--- src/design/bbt_pkg.sv ---
// ----------------------------------------------------------------------------
// bbt_pkg
// Shared types, widths and codes of the buffer binding table.
// ----------------------------------------------------------------------------
package bbt_pkg;

  // Default number of table entries
  localparam int unsigned TABLE_ENTRIES_DEF = 16;

  // Field widths of one request and one response word
  localparam int unsigned COMMON_W = 8;
  localparam int unsigned PACKET_W = 16;
  localparam int unsigned DIR_W    = 2;
  localparam int unsigned ID_W     = 16;
  localparam int unsigned STATUS_W = 2;
  localparam int unsigned KEY_W    = COMMON_W + PACKET_W + DIR_W;
  localparam int unsigned ENTRY_W  = KEY_W + ID_W;

  // Request operation codes
  typedef enum logic {
    OP_REGISTER = 1'b0,
    OP_INQUIRE  = 1'b1
  } op_e;

  // Response status codes
  typedef enum logic [STATUS_W-1:0] {
    ST_OK        = 2'd0,
    ST_DUPLICATE = 2'd1,
    ST_FULL      = 2'd2,
    ST_NOT_FOUND = 2'd3
  } status_e;

  // Controller states
  typedef enum logic [1:0] {
    S_IDLE,
    S_SCAN,
    S_DONE
  } ctrl_state_e;

  // Controller to datapath commands
  typedef struct packed {
    logic load;     // latch the accepted request, restart the scan
    logic issue;    // read the entry at the scan pointer, advance it
    logic capture;  // record the matching entry
    logic emit;     // load the response register, append on a good register
  } cmd_t;

  // Datapath to controller status
  typedef struct packed {
    logic hit;         // compared entry matches
    logic all_issued;  // every valid entry has been read
    logic cmp_vld;     // an entry is in the compare stage
    logic slot_free;   // response register can take a word
  } sts_t;

endpackage

--- src/design/bbt_req_if.sv ---
// ----------------------------------------------------------------------------
// bbt_req_if
// Request channel of the buffer binding table: valid/ready and one word.
// ----------------------------------------------------------------------------
interface bbt_req_if;
  logic                          valid;
  logic                          ready;
  logic                          operation;
  logic [bbt_pkg::COMMON_W-1:0]  common_kind;
  logic [bbt_pkg::PACKET_W-1:0]  packet_kind;
  logic [bbt_pkg::DIR_W-1:0]     direction;
  logic [bbt_pkg::ID_W-1:0]      new_id;

  modport source (
    output valid, operation, common_kind, packet_kind, direction, new_id,
    input  ready
  );

  modport sink (
    input  valid, operation, common_kind, packet_kind, direction, new_id,
    output ready
  );
endinterface

--- src/design/bbt_rsp_if.sv ---
// ----------------------------------------------------------------------------
// bbt_rsp_if
// Response channel of the buffer binding table: valid/ready and one word.
// ----------------------------------------------------------------------------
interface bbt_rsp_if;
  logic                          valid;
  logic                          ready;
  logic [bbt_pkg::STATUS_W-1:0]  status;
  logic [bbt_pkg::ID_W-1:0]      found_id;

  modport source (
    output valid, status, found_id,
    input  ready
  );

  modport sink (
    input  valid, status, found_id,
    output ready
  );
endinterface

--- src/design/buffer_binding_table.sv ---
// ----------------------------------------------------------------------------
// buffer_binding_table
// Append-only table binding a (common kind, packet kind, direction) key
// to a 16-bit buffer id.
// ----------------------------------------------------------------------------
// One request word at a time: a register word appends a binding unless its
// id is already bound (duplicate) or the table is full; an inquire word
// returns the id of the oldest entry with an equal key, or not found.
// Entry 0 is bound from reset to the all-zero key and id 0. Each word gives
// exactly one response word. A scan reads one entry per cycle through the
// single read port of the entry memory and stops at the first match, or
// when every valid entry is read without one; it reads at most the fill
// count of entries (up to TABLE_ENTRIES). The response is then loaded into
// the response register once that register is free. A new request is taken
// once the previous response is loaded, even while that response still
// waits.
// ----------------------------------------------------------------------------
module buffer_binding_table #(
  parameter int unsigned TABLE_ENTRIES = bbt_pkg::TABLE_ENTRIES_DEF
) (
  input  logic      clk_i,
  input  logic      rst_ni,
  bbt_req_if.sink   req_i,
  bbt_rsp_if.source rsp_o
);

  bbt_pkg::cmd_t cmd;
  bbt_pkg::sts_t sts;

  // Sequencer
  bbt_ctrl u_ctrl (
    .clk_i       (clk_i),
    .rst_ni      (rst_ni),
    .req_valid_i (req_i.valid),
    .req_ready_o (req_i.ready),
    .sts_i       (sts),
    .cmd_o       (cmd)
  );

  // Table storage and compare
  bbt_datapath #(
    .TABLE_ENTRIES (TABLE_ENTRIES)
  ) u_datapath (
    .clk_i         (clk_i),
    .rst_ni        (rst_ni),
    .cmd_i         (cmd),
    .sts_o         (sts),
    .operation_i   (req_i.operation),
    .common_kind_i (req_i.common_kind),
    .packet_kind_i (req_i.packet_kind),
    .direction_i   (req_i.direction),
    .new_id_i      (req_i.new_id),
    .rsp_valid_o   (rsp_o.valid),
    .rsp_ready_i   (rsp_o.ready),
    .status_o      (rsp_o.status),
    .found_id_o    (rsp_o.found_id)
  );

endmodule

--- src/design/bbt_datapath.sv ---
// ----------------------------------------------------------------------------
// bbt_datapath
// Entry memory, fill count, scan pointer, compare stage and response register.
// ----------------------------------------------------------------------------
module bbt_datapath #(
  parameter int unsigned TABLE_ENTRIES = bbt_pkg::TABLE_ENTRIES_DEF
) (
  input  logic                          clk_i,
  input  logic                          rst_ni,
  input  bbt_pkg::cmd_t                 cmd_i,
  output bbt_pkg::sts_t                 sts_o,
  input  logic                          operation_i,
  input  logic [bbt_pkg::COMMON_W-1:0]  common_kind_i,
  input  logic [bbt_pkg::PACKET_W-1:0]  packet_kind_i,
  input  logic [bbt_pkg::DIR_W-1:0]     direction_i,
  input  logic [bbt_pkg::ID_W-1:0]      new_id_i,
  output logic                          rsp_valid_o,
  input  logic                          rsp_ready_i,
  output logic [bbt_pkg::STATUS_W-1:0]  status_o,
  output logic [bbt_pkg::ID_W-1:0]      found_id_o
);

  localparam int unsigned CNT_W = $clog2(TABLE_ENTRIES + 1);
  localparam int unsigned IDX_W = $clog2(TABLE_ENTRIES);
  localparam int unsigned KEY_W = bbt_pkg::KEY_W;
  localparam int unsigned ID_W  = bbt_pkg::ID_W;

  // Request word
  bbt_pkg::op_e                   op_q;
  logic [KEY_W-1:0]               key_q;
  logic [ID_W-1:0]                id_q;

  // Table state
  logic [bbt_pkg::ENTRY_W-1:0]    mem [TABLE_ENTRIES];
  logic [CNT_W-1:0]               count_q;
  logic [CNT_W-1:0]               scan_q;

  // Compare stage
  logic                           cmp_vld_q;
  logic                           cmp_zero_q;
  logic [bbt_pkg::ENTRY_W-1:0]    rd_data_q;
  logic [bbt_pkg::ENTRY_W-1:0]    entry;
  logic                           match;

  // Scan result
  logic                           hit_q;
  logic [ID_W-1:0]                found_q;

  // Response register
  logic                           out_vld_q;
  logic [bbt_pkg::STATUS_W-1:0]   out_status_q;
  logic [ID_W-1:0]                out_id_q;
  bbt_pkg::status_e               status_d;
  logic [ID_W-1:0]                out_id_d;

  logic                           full;
  logic                           wr_en;

  // Entry 0 is never written and always reads as all zero
  assign entry = cmp_zero_q ? '0 : rd_data_q;

  // Inquire matches on the key, register matches on the id
  always_comb begin
    if (op_q == bbt_pkg::OP_INQUIRE) begin
      match = (entry[bbt_pkg::ENTRY_W-1:ID_W] == key_q);
    end else begin
      match = (entry[ID_W-1:0] == id_q);
    end
  end

  assign full  = (count_q == CNT_W'(TABLE_ENTRIES));
  assign wr_en = cmd_i.emit && (op_q == bbt_pkg::OP_REGISTER) && !hit_q && !full;

  // Pick the response word
  always_comb begin
    out_id_d = '0;
    if (op_q == bbt_pkg::OP_INQUIRE) begin
      if (hit_q) begin
        status_d = bbt_pkg::ST_OK;
        out_id_d = found_q;
      end else begin
        status_d = bbt_pkg::ST_NOT_FOUND;
      end
    end else if (hit_q) begin
      status_d = bbt_pkg::ST_DUPLICATE;
    end else if (full) begin
      status_d = bbt_pkg::ST_FULL;
    end else begin
      status_d = bbt_pkg::ST_OK;
    end
  end

  // Status back to the controller
  assign sts_o.hit        = cmp_vld_q && match;
  assign sts_o.all_issued = (scan_q == count_q);
  assign sts_o.cmp_vld    = cmp_vld_q;
  assign sts_o.slot_free  = !out_vld_q || rsp_ready_i;

  // Control registers
  always_ff @(posedge clk_i or negedge rst_ni) begin
    if (!rst_ni) begin
      count_q   <= CNT_W'(1);
      scan_q    <= '0;
      cmp_vld_q <= 1'b0;
      hit_q     <= 1'b0;
      out_vld_q <= 1'b0;
    end else begin
      cmp_vld_q <= cmd_i.issue;
      if (cmd_i.load) begin
        scan_q <= '0;
        hit_q  <= 1'b0;
      end else begin
        if (cmd_i.issue) begin
          scan_q <= scan_q + CNT_W'(1);
        end
        if (cmd_i.capture) begin
          hit_q <= 1'b1;
        end
      end
      if (wr_en) begin
        count_q <= count_q + CNT_W'(1);
      end
      if (cmd_i.emit) begin
        out_vld_q <= 1'b1;
      end else if (rsp_ready_i) begin
        out_vld_q <= 1'b0;
      end
    end
  end

  // Payload registers
  always_ff @(posedge clk_i) begin
    if (cmd_i.load) begin
      op_q  <= bbt_pkg::op_e'(operation_i);
      key_q <= {common_kind_i, packet_kind_i, direction_i};
      id_q  <= new_id_i;
    end
    if (cmd_i.issue) begin
      cmp_zero_q <= (scan_q == '0);
    end
    if (cmd_i.capture) begin
      found_q <= entry[ID_W-1:0];
    end
    if (cmd_i.emit) begin
      out_status_q <= status_d;
      out_id_q     <= out_id_d;
    end
  end

  // Entry memory: append at the fill count, read at the scan pointer
  always_ff @(posedge clk_i) begin
    if (wr_en) begin
      mem[count_q[IDX_W-1:0]] <= {key_q, id_q};
    end
    if (cmd_i.issue) begin
      rd_data_q <= mem[scan_q[IDX_W-1:0]];
    end
  end

  assign rsp_valid_o = out_vld_q;
  assign status_o    = out_status_q;
  assign found_id_o  = out_id_q;

  // Fill count stays between one entry and a full table
  a_count_range: assert property (@(posedge clk_i) disable iff (!rst_ni)
    (count_q != '0) && (count_q <= CNT_W'(TABLE_ENTRIES)))
    else $error("fill count out of range");

  // Reads only touch valid entries
  a_issue_valid: assert property (@(posedge clk_i) disable iff (!rst_ni)
    cmd_i.issue |-> (scan_q < count_q))
    else $error("scan read beyond valid entries");

  // Appends only happen with room left and raise the count by one
  a_append: assert property (@(posedge clk_i) disable iff (!rst_ni)
    wr_en |=> (count_q == $past(count_q) + CNT_W'(1)))
    else $error("append did not advance the fill count");

  // A response word never overwrites one still waiting
  a_no_overwrite: assert property (@(posedge clk_i) disable iff (!rst_ni)
    cmd_i.emit |-> (!out_vld_q || rsp_ready_i))
    else $error("response overwritten");

endmodule

--- src/design/bbt_ctrl.sv ---
// ----------------------------------------------------------------------------
// bbt_ctrl
// Sequencer of the buffer binding table: accept, scan, respond.
// ----------------------------------------------------------------------------
module bbt_ctrl (
  input  logic           clk_i,
  input  logic           rst_ni,
  input  logic           req_valid_i,
  output logic           req_ready_o,
  input  bbt_pkg::sts_t  sts_i,
  output bbt_pkg::cmd_t  cmd_o
);

  bbt_pkg::ctrl_state_e state_q;
  bbt_pkg::ctrl_state_e state_d;

  // State register
  always_ff @(posedge clk_i or negedge rst_ni) begin
    if (!rst_ni) begin
      state_q <= bbt_pkg::S_IDLE;
    end else begin
      state_q <= state_d;
    end
  end

  // Next state and commands
  always_comb begin
    state_d     = state_q;
    cmd_o       = '0;
    req_ready_o = 1'b0;
    case (state_q)
      bbt_pkg::S_IDLE: begin
        req_ready_o = 1'b1;
        if (req_valid_i) begin
          cmd_o.load = 1'b1;
          state_d    = bbt_pkg::S_SCAN;
        end
      end
      bbt_pkg::S_SCAN: begin
        // Stop reading at the first match or past the last valid entry
        cmd_o.capture = sts_i.hit;
        cmd_o.issue   = !sts_i.hit && !sts_i.all_issued;
        if (sts_i.hit || (sts_i.all_issued && !sts_i.cmp_vld)) begin
          state_d = bbt_pkg::S_DONE;
        end
      end
      bbt_pkg::S_DONE: begin
        if (sts_i.slot_free) begin
          cmd_o.emit = 1'b1;
          state_d    = bbt_pkg::S_IDLE;
        end
      end
      default: begin
        state_d = bbt_pkg::S_IDLE;
      end
    endcase
  end

endmodule
--- src/flat_wrapper.sv ---
// flat-port wrapper written by rule: the top's interface ports become plain ports
module buffer_binding_table_flat 
#(
  parameter int unsigned TABLE_ENTRIES = bbt_pkg::TABLE_ENTRIES_DEF
)
  (clk_i, rst_ni, req_i_valid, req_i_operation, req_i_common_kind, req_i_packet_kind, req_i_direction, req_i_new_id, req_i_ready, rsp_o_valid, rsp_o_status, rsp_o_found_id, rsp_o_ready);
  bbt_req_if req_i_i ();
  bbt_rsp_if rsp_o_i ();
  input  logic clk_i;
  input  logic rst_ni;
  input wire logic [$bits(req_i_i.valid)-1:0] req_i_valid;
  input wire logic [$bits(req_i_i.operation)-1:0] req_i_operation;
  input wire logic [$bits(req_i_i.common_kind)-1:0] req_i_common_kind;
  input wire logic [$bits(req_i_i.packet_kind)-1:0] req_i_packet_kind;
  input wire logic [$bits(req_i_i.direction)-1:0] req_i_direction;
  input wire logic [$bits(req_i_i.new_id)-1:0] req_i_new_id;
  output wire logic [$bits(req_i_i.ready)-1:0] req_i_ready;
  output wire logic [$bits(rsp_o_i.valid)-1:0] rsp_o_valid;
  output wire logic [$bits(rsp_o_i.status)-1:0] rsp_o_status;
  output wire logic [$bits(rsp_o_i.found_id)-1:0] rsp_o_found_id;
  input wire logic [$bits(rsp_o_i.ready)-1:0] rsp_o_ready;
  assign req_i_i.valid = req_i_valid;
  assign req_i_i.operation = req_i_operation;
  assign req_i_i.common_kind = req_i_common_kind;
  assign req_i_i.packet_kind = req_i_packet_kind;
  assign req_i_i.direction = req_i_direction;
  assign req_i_i.new_id = req_i_new_id;
  assign req_i_ready = req_i_i.ready;
  assign rsp_o_valid = rsp_o_i.valid;
  assign rsp_o_status = rsp_o_i.status;
  assign rsp_o_found_id = rsp_o_i.found_id;
  assign rsp_o_i.ready = rsp_o_ready;
  buffer_binding_table #(.TABLE_ENTRIES(TABLE_ENTRIES)) u_core (.clk_i(clk_i), .rst_ni(rst_ni), .req_i(req_i_i), .rsp_o(rsp_o_i));
endmodule
--- config.mk ---
export PLATFORM = sky130hd
export DESIGN_NAME = buffer_binding_table_flat
export DESIGN_NICKNAME = d
export VERILOG_FILES = /design/src/design/bbt_pkg.sv /design/src/design/bbt_req_if.sv /design/src/design/bbt_rsp_if.sv /design/src/design/buffer_binding_table.sv /design/src/design/bbt_datapath.sv /design/src/design/bbt_ctrl.sv /design/src/flat_wrapper.sv
export SDC_FILE = /design/constraint.sdc
export NUM_CORES = 1
export LEC_CHECK = 0
export BUFFER_PORTS_ARGS = -buffer_cell sky130_fd_sc_hd__clkbuf_2
export CORE_MARGIN = 4
export CORE_UTILIZATION = 55
export CTS_CLUSTER_DIAMETER = 40
export CTS_CLUSTER_SIZE = 30
export DETAILED_ROUTE_END_ITERATION = 7
export GPL_TIMING_DRIVEN = 0
export PLACE_DENSITY_LB_ADDON = 0.12
export SLEW_MARGIN = 10
export SYNTH_ARGS = -nofsm -noshare
export SYNTH_HDL_FRONTEND = slang
export SYNTH_SLANG_ARGS = --single-unit
--- constraint.sdc ---
create_clock -name clk_i -period 7.7 [get_ports clk_i]
set_clock_uncertainty 0.2 [all_clocks]
set_input_delay 1.54 -clock clk_i [delete_from_list [all_inputs] [get_ports clk_i]]
set_output_delay 1.54 -clock clk_i [all_outputs]
set_load 0.01 [all_outputs]
Word level (Yosys, flattened, before mapping):

Memory sizes are Yosys's and may differ from the RTL's. A register that Yosys moved wholly into a read port is not among the register bits.
Cells that the tools add are included.

* register bits after elaboration: 93
* bits in writable memories: 672
* word-level logic and storage cells: 71
* bits of input ports: 47
* memories kept: 1
* output and inout port bits: 20
* memory bits (read-only): 0
* bits in latches: 0

Memories
* u_core.u_datapath.mem: depth 16, bits a word 42, read ports 1, clocked after Yosys merged registers in 1, wr ports 1, line bbt_datapath.sv:34 `logic [bbt_pkg::ENTRY_W-1:0] mem [TABLE_ENTRIES];`

* divide/modulo/power cells: 0
* $mul: 0
* multiplexer cells: 24
* shifts and indexed selects: 0
* $add $sub $neg: 2
* reduce and logical (&&, ||, !) cells: 21
* bitwise operators: 1
* order comparisons: 0
* equal/unequal tests: 9

Operator list (count)
* $mux 42: 1
* $eq 26x26->1: 1
* $eq 16x16->1: 1
* $mux 2: 8
* $mux 1: 12
* $add 5x1->5 const B: 2
* $mux 5: 2
* $logic_and 1x1->1: 6
* $logic_not 1->1: 6
* $pmux 2 s3: 1
* $reduce_bool 2->1: 3
* $eq 5x5->1: 1
* $eq 5x5->1 const B: 1
* $logic_not 5->1: 1
* $ne 2x2->1 const B: 2
* $reduce_and 3->1: 1
* $eq 2x1->1 const B: 1
* $eq 2x2->1 const B: 1
* $logic_not 2->1: 1
* $logic_or 1x1->1: 2
* $ne 2x1->1 const B: 1
* $reduce_and 2->1: 1
* $not 1->1: 1

Depth between registers and ports, before layout:

Gate-level depths: netlist of the first run.

* word-level depth: 9
* gate-level depth with buffers: 8
* gate-level depth less buffers: 7

Modules after synthesis:

Synthesis of the first run repeated with hierarchy kept, for this count alone.

* cell total of the unflattened synthesis: 1339
* area total of the unflattened synthesis: 30915.9 um2

Modules (own cells, without submodules)
* bbt_datapath: cells each 1324, area each 30794.5 um2, times used 1
* bbt_ctrl: cells each 15, area each 121.4 um2, times used 1

Worst setup path before layout of the first run:

OpenSTA, ideal clock, no wires.

* path kind: input port to flip-flop
* from: input rsp_o_ready
* to: memory u_core.u_datapath.mem[4][0] in the netlist's numbering, enable pin
* data required time: 7.007 ns
* stages: 6
* arrival time: 6.101 ns
* path slack: 0.905 ns
* cells stage by stage: nand2b_1 > nor2b_1 > and3b_1 > clkbuf_1 > nand2_1 > nor3_1

RTL lines
* from (decl): line flat_wrapper.sv:21 `input wire logic [$bits(rsp_o_i.ready)-1:0] rsp_o_ready;`
* to (decl): line bbt_datapath.sv:34

==> qor.yml, run 1 <==
dp_slack_ns: 2.534
ys_async_sr_fraction: 0.01859
max_clock_freq_mhz: 219.1
place_congestion: 0.8311
rsz0062_at_grt: "no"
cts_buffers: 99
worstReg2RegStart: "u_core.u_datapath.id_q[7]"
syn_nets: 1392
min_path_type: "reg2reg"
wl_mm: 70.36
antenna_found_initial: 0
drv_slew: 0
synthCells: 1338
vias_per_cell: 6.254
clockBufferDepth: 3
hold_buffers: 0
reg2reg_to: "u_core.u_datapath.found_q[10]"
path_clk_slew_ns: 0.06
synth_flop_cell: "edfxtp_1"
ir_drop_mv: 0.2360
syn2layout_area_growth_pct: 18.42
outcome: "completed"
grt_pass1_wl_mm: 103.0
cts_tree: "done"
die_y_um: 244.8
path_class: "in2reg"
num-fill-cells: 3585
final_area_um2: 36510
netlist_area_um2: 30830
firstDrtPassIters: 5
cap_viol_max_count: 0
die_w_um: 244.8
cp-start-kind: "input pin"
initial_core_util: 0.5574
hold_path_startpoint: "u_core.u_datapath.found_q[10]"
nNetsFinal: 1605
synth-warning-count: 0
reg2regPathDepth: 7
wl_met3_mm: 5.338
powerDensity_nw_per_um2: 368.0
ys_ff_latch: 807
hold_path_end: "u_core.u_datapath.found_id_o[10]"
setup_viol: 0
fin_crit_sh: 0.5929
synth_edf_count: 792
drtAntennaViolNets: 0
finalPower_mw: 13.43
synth-seq-area-share: 0.7836
hold_depth: 1
track_usage: 0.2406
cts-resized-gates: 0
period_minus_slack_ns: 4.565
cts_setup_buffers: 0
cts-htree-levels: 3
insertion_delay_ns: 0.64
io-pin-count: 67
place_area_um2: 32940
drt-initial-drc-count: 1648
grt_overflow: 0
slew-limit-headroom: 0.2233
die-area_um2: 59910
reg2reg_setup_slack_ns: 3.38
vias: 14900
rows: 86
synth.avg_cell_area_um2: 23.04
ys_types: 49
critPathCaptureType: "register"
worstMarginPinSlew_ns: 1.165
hpwl_mm: 43.64
worstPathArrival_ns: 4.72
grt_max_degree: 39
fin_ws_ns: 3.135
dr_wl_met2_mm: 33.46
worstPathRequired_ns: 7.85
grt_pass1_vias: 15050
highest_layer: "met4"
synth_area_leaders: "edfxtp_1 77%, mux4_2 15%, dfrtp_1 1.1%"
core_um2: 55310
fin_tns_setup_ns: 0
wl_per_cell_um: 29.53
drive_gt1_frac: 0.3291
leakagePower_nw: 11.82
clock_sinks: 807
antenna_cells: 0
drc: 0
port_buffers: 66
drt-met1-wl_mm: 29.43
crit_fanout: 19
root_buffer: "clkbuf_16"
synth_top_area_frac: 0.7714
hold_viol_final: 0
synth.largest_area_cell: "edfxtp_1"
==> power by group <==
part	switching, mW	internal (mW)
registers	0.324	5.29
clock network	1.94	2.99
logic	1.52	1.37
total	3.78	9.65
==> final cells by class <==
type,count,area [um^2],area share
clock buffers,104,2517,0.06895
repair buffers,112,1092,0.02992
well taps,748,935.9,0.02563
clock inverters,81,1050,0.02875
plain buffers,56,224.0,0.006134
inverters,23,88.84,0.002433
flip-flops and latches,807,24160,0.6617
multi-input cells,452,6444,0.1765
==> worst max-delay path: stages <==
cell      delay, ns
clkbuf_2       0.07
nand2b_1       0.16
nor2b_2        0.71
and3b_1        0.27
clkbuf_1       0.36
nand3_1        0.41
nor2_4         0.57
buf_16         0.24
buf_16         0.18
buf_16         0.16
==> routing by layer <==
metal  vias up  GRT usage
met3       131    0.04381
met2       688     0.3723
li1       6119          -
met1      7966     0.3585
met5         -          0
met4         0    0.07468
==> worst max path at each step <==
stage                              start                             to  slack [ns]  cells past startpoint
6_report                     rsp_o_ready  u_core.u_datapath.mem[12][24]        3.13                     10
4_1_cts        u_core.u_datapath.id_q[3]  u_core.u_datapath.found_q[10]        3.05                      7
3_3_place_gp                 rsp_o_ready   u_core.u_datapath.mem[5][24]       -3.35                      7
5_1_grt                      rsp_o_ready  u_core.u_datapath.mem[12][31]        2.96                     10
3_5_place_dp                 rsp_o_ready  u_core.u_datapath.mem[12][21]        2.53                     10
2_1_floorplan                rsp_o_ready    u_core.u_datapath.mem[4][0]        0.91                      6
==> Yosys cell counts, types with 10 or more instances <==
library cell  number
nand3_1           10
clkbuf_1          30
dfrtp_1           14
xnor2_1           15
edfxtp_1         792
buf_1             16
buf_2             10
nand2_1           18
inv_1             23
mux4_2           210
nor2b_1           26
nor2_1            34
and2_1            24
==> placed cells by master, fill, tap and decap left out, drive strengths merged, types with 10 or more instances in the layout <==
master	Yosys	final
clkinv	0	23
bufinv	0	16
mux4	210	210
and2	24	24
clkbuf	30	201
nor2b	26	26
nand3	10	10
edfxtp	792	792
inv	23	56
buf	26	71
nor2	34	34
dfrtp	14	14
xnor2	15	15
nand2	18	18
==> cells by family (layout without fill, tap and decap cells) <==
| group | Yosys count | in the layout | synth area share |
|---|---|---|---|
| compound gates | 47 | 47 | 0.01128 |
| mux | 215 | 215 | 0.1552 |
| buf+inv | 79 | 376 | 0.01002 |
| simple gates | 162 | 162 | 0.03109 |
| fa+ha+maj | 7 | 7 | 0.002841 |
| flops | 807 | 807 | 0.7836 |
| xor+xnor | 21 | 21 | 0.005966 |
==> state kept, by name, indices dropped and copies added, names as in the netlist <==
signal,flops
u_core.u_datapath.cmp_zero_q,1
u_core.u_datapath.found_id_o,16
u_core.u_datapath.count_q,5
u_core.u_ctrl.state_q,2
u_core.u_datapath.hit_q,1
u_core.u_datapath.rsp_valid_o,1
u_core.u_datapath.cmp_vld_q,1
u_core.u_datapath.found_q,16
u_core.u_datapath.rd_data_q,42
u_core.u_datapath.key_q,26
u_core.u_datapath.scan_q,5
u_core.u_datapath.status_o,2
u_core.u_datapath.id_q,16
u_core.u_datapath.op_q,1
u_core.u_datapath.mem,672
==> metrics by stage <==
stage,utilization,std cells,hold WS (ns)
floorplan,-,1338,0.2804
global placement,0.5803,2152,0.3102
detailed placement,0.5956,2198,0.3127
CTS,0.6601,2383,0.3168
global route,0.6601,2383,0.3438
finish,0.6601,2383,0.3097
Power figures use the tool's default switching activity.
==> run 2, diff against run 1 <==
==> constraint.sdc (replaced) <==
create_clock -name clk_i -period 4 [get_ports clk_i]
set_clock_uncertainty 0.2 [all_clocks]
set_input_delay 0.8 -clock clk_i [delete_from_list [all_inputs] [get_ports clk_i]]
set_output_delay 0.8 -clock clk_i [all_outputs]
set_load 0.01 [all_outputs]
==> qor.yml, run 2 (same netlist as run 1, synthesis figures left out) <==
period_minus_slack_ns: 3.780
drive_gt1_frac: 0.3282  # -0.0008311
worstPathArrival_ns: 3.93  # -0.79 ns
vias: 14720  # -1.3%
hold_viol_final: 0  # unchanged
wl_per_cell_um: 29.54  # about the same
syn2layout_area_growth_pct: 18.24
worst_path_most_repeated_cell: "buf_2"
critPathMaxStageDelay_ns: 0.64  # -0.07 ns
cts_tree: "done"
nNetsFinal: 1597  # -0.50%
cp-start-kind: "register"
worstPathRequired_ns: 4.15  # -3.70 ns
powerDensity_nw_per_um2: 699.7  # +90%
clockBufferDepth: 3  # unchanged
num-fill-cells: 3610  # +0.70%
grt_overflow: 0  # unchanged
path_clk_slew_ns: 0.07  # about the same
wl_mm: 70.25  # -0.17%
cts-htree-levels: 3  # unchanged
rsz0062_at_grt: "no"
min_path_type: "in2reg"
drc: 0  # unchanged
layout_common_cells: "792 x edfxtp_1, 210 x mux4_2, 101 x clkbuf_16, 67 x clkbuf_2, 31 x clkbuf_1"
path_class: "reg2reg"
place_congestion: 0.7866  # -5.4%
antenna_found_initial: 0  # unchanged
final_common_cell: "edfxtp_1"
whs_ns: 0.1237  # -0.1860 ns
root_buffer: "clkbuf_16"
insertion_delay_ns: 0.65  # about the same
initial_core_util: 0.5574  # unchanged
outcome: "completed"
crit_fanout: 16  # -3
track_usage: 0.2394  # -0.001128
drv_slew: 0  # unchanged
vias_per_cell: 6.189  # -1.0%
cap_viol_max_count: 0  # unchanged
drtAntennaViolNets: 0  # unchanged
critPathCaptureType: "register"
clock_sinks: 807  # unchanged
antenna_cells: 0  # unchanged
cts_buffers: 99  # unchanged
drt-initial-drc-count: 1608  # -2.4%
cp_cell_sequence: "buf_2 > buf_2 > o21ai_1 > o21a_1 > or4_1 > nor3_2 > a41oi_1 > nor2_4 > buf_12"
fin_crit_sh: 0.9450
leakagePower_nw: 11.75  # -0.60%
worstMarginPinSlew_ns: 1.179  # +0.01345 ns
fin_tns_setup_ns: 0  # unchanged
die_y_um: 244.8  # unchanged
largest_reg_flops: 672  # unchanged
grt_pass1_wl_mm: 102.2  # -0.73%
rows: 86  # unchanged
setup_viol: 0  # unchanged
slew-limit-headroom: 0.2143  # -0.008969
ir_drop_mv: 0.5137  # +120%
die_w_um: 244.8  # unchanged
grt_pass1_vias: 14820  # -1.5%
hpwl_mm: 43.30  # -0.80%
max_clock_freq_mhz: 264.6
die-area_um2: 59910  # unchanged
io-pin-count: 67  # unchanged
core_um2: 55310  # unchanged
port_buffers: 66  # unchanged
slowest_stage: "edfxtp_1"
grt_max_degree: 36  # -7.7%
firstDrtPassIters: 6  # +1
run 2: changes by cell type in the layout (fill, tap and decap cells not counted), sizes merged:
cell,change
clkinv,+14
inv,-7
bufinv,-5
clkinvlp,+2
clkbuf,-2
buf,-8
dlygate4sd3,+1
run 2: final timing paths:
check,start,end,slack (ns),depth (start not counted)
worst min register to register,u_core.u_datapath.found_q[9],u_core.u_datapath.found_id_o[9],0.33,1
worst max-delay path,u_core.u_datapath.cmp_zero_q,u_core.u_datapath.found_q[4],0.22,9
min in group asynchronous,rst_ni,u_core.u_datapath.count_q[3],0.45,2
max in group asynchronous,rst_ni,u_core.u_datapath.count_q[0],2.81,2
worst min-delay path,req_i_new_id[13],u_core.u_datapath.id_q[13],0.12,1
worst max register to register,u_core.u_datapath.cmp_zero_q,u_core.u_datapath.found_q[4],0.22,9
run 2: worst max-delay path: cells and delay by family, from the launching register on:
family | cells | cell delay [ns]
buf+inv | 3 | 0.93
compound gates | 3 | 0.52
simple gates | 3 | 1.18
flops | 1 | 0.64
run 2: per-layer routing:
layer,vias up,track usage,part of all wire
met3,112,0.04839,0.069
met2,589,0.3851,0.49
li1,6127,-,-
met5,-,0,0
met4,0,0.06327,0.023
met1,7889,0.3446,0.42
run 2: per-stage QoR:
step	setup WS, ns	utilization	cell area (um^2)	cells	total power, mW
2_1_floorplan	-0.01292	-	30890	1338	14.51
4_1_cts	0.0007319	0.6587	36430	2377	25.73
3_5_place_dp	-0.6923	0.5953	32920	2188	16.54
5_1_grt	0.07112	0.6591	36450	2378	26.46
6_report	0.2200	0.6591	36450	2378	25.51
3_3_place_gp	-1.989	0.5814	32150	2152	16.29
run 2: area by class of cell:
type	instances	area, um^2	share of cell area
Inverter	23	88.84	0.002437
Tap cell	748	935.9	0.02567
Clock inverter	85	943.4	0.02588
Buffer	55	220.2	0.006041
Multi-Input combinational cell	452	6484	0.1779
Clock buffer	103	2535	0.06954
Sequential cell	807	24160	0.6627
Timing Repair Buffer	105	1087	0.02983
run 2: power by group:
part | switching [mW] | internal, mW
Clock | 3.72 | 5.47
Combinational | 2.90 | 2.59
Sequential | 0.643 | 10.2
Total | 7.27 | 18.2
run 2: repair_timing:
| action | in CTS | in global routing |
|---|---|---|
| endpoints found under the hold margin | 14 | 0 |
| gates resized for setup | 4 | 0 |
| setup buffers | 0 | 2 |
| setup endpoints to repair | 23 | 199 |
| hold buffers | 1 | 0 |
| pin swaps | 0 | 2 |
